$ cat config.mk
export PLATFORM = sky130hd
export DESIGN_NAME = mstp_front
export DESIGN_NICKNAME = d
export VERILOG_FILES = /design/src/rtl/mstp_pkg.sv /design/src/rtl/mstp_front.sv
export SDC_FILE = /design/constraint.sdc
export NUM_CORES = 1
export LEC_CHECK = 0
export BUFFER_PORTS_ARGS = -buffer_cell sky130_fd_sc_hd__buf_2
export CAP_MARGIN = 20
export CORE_AREA = 4 4 113 142
export DETAILED_ROUTE_END_ITERATION = 10
export DIE_AREA = 0 0 117 146
export MAX_ROUTING_LAYER = met4
export PLACE_DENSITY = 0.62
export SETUP_SLACK_MARGIN = 0.3
export SLEW_MARGIN = 40
export SYNTH_ARGS = -nofsm -noshare
export SYNTH_HDL_FRONTEND = slang
export SYNTH_SLANG_ARGS = --single-unit
export TNS_END_PERCENT = 100
$ cat constraint.sdc
create_clock -name clk -period 4.3 [get_ports clk]
set_clock_uncertainty 0.05 [all_clocks]
set_input_delay 0.43 -clock clk [delete_from_list [all_inputs] [get_ports clk]]
set_output_delay 0.43 -clock clk [all_outputs]
set_load 0.03 [all_outputs]
$ cat src/rtl/mstp_pkg.sv
// Shared types and constants for the minimum spanning tree (Prim) unit.
// Used by mstp_front, mstp_back and min_spanning_tree_prim_unit.
package mstp_pkg;

	localparam int VERT_W           = 6;
	localparam int WEIGHT_W         = 16;
	localparam int CFG_W            = 7;
	localparam int DEF_MAX_VERTICES = 64;
	localparam int DEF_MAX_EDGES    = 256;
	localparam int QUEUE_DEPTH      = 4;

	localparam logic [1:0] ACT_ADD   = 2'd0;
	localparam logic [1:0] ACT_RUN   = 2'd1;
	localparam logic [1:0] ACT_CLEAR = 2'd2;

	localparam logic CFG_VCOUNT = 1'b0;
	localparam logic CFG_SOURCE = 1'b1;

	typedef enum logic [1:0] {
		CMD_ADD,
		CMD_RUN,
		CMD_CLEAR
	} cmd_t;

	typedef struct packed {
		logic [1:0]                 action;
		logic [VERT_W-1:0]          vertex_a;
		logic [VERT_W-1:0]          vertex_b;
		logic signed [WEIGHT_W-1:0] weight;
	} in_item_t;

	typedef struct packed {
		logic [VERT_W-1:0]          vertex;
		logic [VERT_W-1:0]          parent;
		logic                       has_parent;
		logic signed [WEIGHT_W-1:0] key;
		logic                       edges_dropped;
		logic                       last;
	} out_item_t;

	typedef struct packed {
		logic [VERT_W-1:0]          a;
		logic [VERT_W-1:0]          b;
		logic signed [WEIGHT_W-1:0] w;
	} edge_t;

	typedef struct packed {
		cmd_t                       cmd;
		logic [VERT_W-1:0]          a;
		logic [VERT_W-1:0]          b;
		logic signed [WEIGHT_W-1:0] w;
	} cmd_item_t;

	typedef struct packed {
		logic      valid;
		cmd_item_t item;
	} q_head_t;

	typedef enum logic [2:0] {
		ST_IDLE,
		ST_SCAN,
		ST_EDGE_RD,
		ST_EDGE_CHK,
		ST_KEY_UPD,
		ST_EMIT_RD,
		ST_EMIT_WR
	} bst_t;

endpackage

$ cat src/rtl/mstp_front.sv
// Front end: accepts input beats, decodes the action, drops unused codes
// and holds commands in a short queue. Depends on mstp_pkg.
module mstp_front #(
	parameter int DEPTH = mstp_pkg::QUEUE_DEPTH
) (
	input  logic               clk,
	input  logic               arst_n,
	input  logic               in_valid,
	output logic               in_stall,
	input  mstp_pkg::in_item_t in_data,
	output mstp_pkg::q_head_t  head,
	input  logic               pop
);
	import mstp_pkg::*;

	localparam int PW = (DEPTH > 1) ? $clog2(DEPTH) : 1;
	localparam int CW = $clog2(DEPTH + 1);

	cmd_item_t      q_mem_q [DEPTH];
	logic [PW-1:0]  wr_ptr_q;
	logic [PW-1:0]  rd_ptr_q;
	logic [CW-1:0]  cnt_q;
	logic           accept;
	logic           keep;
	logic           push;
	cmd_item_t      cls;

	assign in_stall = (cnt_q == CW'(DEPTH));
	assign accept   = in_valid && !in_stall;
	assign push     = accept && keep;

	always_comb begin
		cls.a = in_data.vertex_a;
		cls.b = in_data.vertex_b;
		cls.w = in_data.weight;
		keep  = 1'b1;
		case (in_data.action)
			ACT_ADD:   cls.cmd = CMD_ADD;
			ACT_RUN:   cls.cmd = CMD_RUN;
			ACT_CLEAR: cls.cmd = CMD_CLEAR;
			default: begin
				cls.cmd = CMD_ADD;
				keep    = 1'b0;
			end
		endcase
	end

	always_ff @(posedge clk) begin
		if (push) q_mem_q[wr_ptr_q] <= cls;
	end

	always_ff @(posedge clk or negedge arst_n) begin
		if (!arst_n) begin
			wr_ptr_q <= '0;
			rd_ptr_q <= '0;
			cnt_q    <= '0;
		end else begin
			if (push) wr_ptr_q <= (wr_ptr_q == PW'(DEPTH - 1)) ? '0 : wr_ptr_q + 1'b1;
			if (pop)  rd_ptr_q <= (rd_ptr_q == PW'(DEPTH - 1)) ? '0 : rd_ptr_q + 1'b1;
			if (push && !pop)      cnt_q <= cnt_q + 1'b1;
			else if (pop && !push) cnt_q <= cnt_q - 1'b1;
		end
	end

	assign head.valid = (cnt_q != '0);
	assign head.item  = q_mem_q[rd_ptr_q];

	a_cnt_bound: assert property (@(posedge clk) disable iff (!arst_n)
		cnt_q <= CW'(DEPTH)) else $error("queue count over depth");
	a_pop_nonempty: assert property (@(posedge clk) disable iff (!arst_n)
		pop |-> head.valid) else $error("pop from empty queue");
	a_push_room: assert property (@(posedge clk) disable iff (!arst_n)
		push |-> (cnt_q != CW'(DEPTH))) else $error("push into full queue");

endmodule

==> key figures <==
Timing
  • Max Slew Vio Count: 0
  • Worst-Margin Slew: 0.6572 ns
  • Final min period: 2.567 ns
  • Rel. slew slack: 56.18%
  • Hold WS: 0.1861 ns
  • Setup TNS: 0 ns
  • Final Hold Violating Endpoints: 0
  • Max frequency: 389.5 MHz
  • Fin crit share: 59.71%
  • RSZ-0062 raised after global routing: false
  • Final setup viols: 0

Synthesis
  • Post-Synthesis Cells: 196
  • Top cells by count, synth: edfxtp_1 (120), mux4_2 (30), dfrtp_1 (7), ha_1 (6), inv_1 (5)
  • Area share of the largest cell type after synthesis: 75.00%
  • Most frequent cell after synthesis: edfxtp_1
  • Unique masters post-synth: 22
  • Yosys top cell by area: edfxtp_1
  • Post-synthesis sequential area ratio: 78.65%
  • Syn. warnings: 0
  • Synth top area cells: edfxtp_1 (75%), mux4_2 (14%), dfrtp_1 (3.6%)
  • Async S/R FF share, synth: under 10%
  • Synthesized flop and latch total: 127
  • Syn Area/Cell: around 25 sq um
  • Main synth FF type: edfxtp_1
  • Post-synth EDFFs: 120
  • Mapped Area: 0.004805 sq mm
  • Syn Nets: 237

Global routing
  • First-pass GRT wire length: 13.43 mm
  • GRT Total Usage: 11.27%
  • Largest net degree at the start of global routing: 34
  • Initial antenna violation count: 1
  • GR Util met2: 17.71%
  • Grt total ovfl: 0
  • Met1 usage: a little over an eighth
  • Vias in the first global route: 2431
  • M3 GR Usage: 3.744%
  • GR peak layer: met2

Run
  • Max-cap viol count: 0

Floorplanning
  • CORE AREA: between 0.01 and 0.015 sq mm
  • Die Span Y: 146 um
  • IO Pins: 66
  • Initial core utilization: 32.54%
  • Die Wd: about 120 um
  • Full die area: 0.01708 sq mm
  • Site Rows: 50

Critical path
  • CP Class: reg -> out
  • CP startpoint kind: register
  • CP Max Fanout: 33
  • CP arrival: roughly 2.1 ns
  • Setup crit end kind: output port
  • WP data required: 3.82 ns

Clocking
  • H-tree depth: 4
  • Worst-Skew Late Latency: approximately 0.41 ns
  • Clock sinks: 127
  • Num CTS Buffers: 17
  • CTS root buf: clkbuf_16
  • Maximum buffer depth of the clock tree: 2
  • Cts repair resizes: 0
  • Worst-path clk slew: 0.06 ns
  • TritonCTS clock tree: built

Routing
  • Vias/cell: 4.572
  • DRT antenna net count: 0
  • Drt pass-1 iters: 4
  • Routed len/inst: ~18 um
  • Drt total wl: 8.606 mm
  • Drt drc: 0
  • Starting DRT DRC Count: 68
  • Vias: 2149

Outcome
  • Status: completed

Power
  • LEAKAGE: approximately 0.0021 uW
  • Power Dens Cells: 730.7 mW/mm^2
  • Total power: around 4300 uW
  • Worst VDD drop: 0.2903 mV

Placed design
  • Port Buf Inserts: 65
  • Routability Congestion: 0.6604
  • Dpl hpwl: 5.107 mm
  • Cell Area, Placed: 0.005319 sq mm

Finish
  • Layout Utilization: 40.06%
  • Nets: around 320
  • P&R area growth vs syn: 23.10%
  • Layout cell share with drive strength beyond 1: between 40% and 50%
  • Design area: 0.005914 sq mm
  • Fillcell total: 1322

Min path
  • Hold Path Class: in -> reg
-- metrics by stage --
stage | worst slack [ns] | std cells
after floorplan | 2.141 | 196
after global placement | 1.799 | 436
after detailed placement | 2.061 | 436
after CTS | 1.663 | 469
after global routing | 1.588 | 470
final | 1.733 | 470
-- kinds of logic after synthesis --
group | share of synthesized area, %
buf+inv | 1.484
fa+ha+maj | 1.979
flops | 78.65
xor+xnor | 0.5470
compound gates | 0.5730
mux | 15.16
simple gates | 1.615
-- per-layer routing --
layer,part of all wire (%),up-vias
li1,-,974
met1,41,1108
met2,53,55
met3,4.6,12
met4,1.5,0
met5,0,-
-- report_power, final --
part	internal (uW)	total [uW]	switching [uW]
Combinational	473	1130	659
Sequential	1590	1800	208
Clock	904	1390	491
Total	2960	4320	1360
-- layout by cell type (no fill, tap or decap), drive strengths merged --
master	instances
a211oi	1
a21o	1
and2	4
buf	65
bufinv	3
clkbuf	20
clkinv	6
clkinvlp	3
dfrtp	7
diode	1
dlygate4sd3	1
edfxtp	120
fa	1
ha	6
inv	5
mux2	4
mux4	30
nor2	2
nor2b	2
nor3	1
nor3b	1
or3	1
xnor2	1
xor2	2
-- repair_timing --
action,in CTS,in global routing
setup buffers,0,0
hold endpoints to repair,7,0
hold buffers,1,0
-- final cells by class --
class / count / area, sq um / area share, %
timing repair buffer: 66 / 335.3 / 5.670
multi-input combinational: 57 / 963.4 / 16.29
tap: 182 / 227.7 / 3.850
sequential: 127 / 3786 / 64.02
clock inverter: 12 / 143.9 / 2.433
clock buffer: 20 / 436.7 / 7.383
inverter: 5 / 18.77 / 0.3173
antenna: 1 / 2.502 / 0.04231
-- critical path, cell delays in order, from the launching register on --
cell	delay, ns
dfrtp_4	0.86
mux4_2	0.61
buf_2	0.20
-- worst paths after layout --
check | startpoint | to | slack [ns] | depth (start not counted)
min in group asynchronous | arst_n | cnt_q[2] | 0.34 | 2
max reg2reg | cnt_q[2] | cnt_q[2] | 2.08 | 8
min | in_data[19] | q_mem_q[1][19] | 0.19 | 1
max in group asynchronous | arst_n | rd_ptr_q[1] | 3.66 | 2
min reg2reg | cnt_q[2] | cnt_q[2] | 0.44 | 1
max | rd_ptr_q[0] | head[23] | 1.73 | 2
-- sequential cells by signal, indices dropped and copies added (netlist names) --
name      cells
cnt_q         3
wr_ptr_q      2
q_mem_q     120
rd_ptr_q      2
Power figures use the tool's default switching activity.
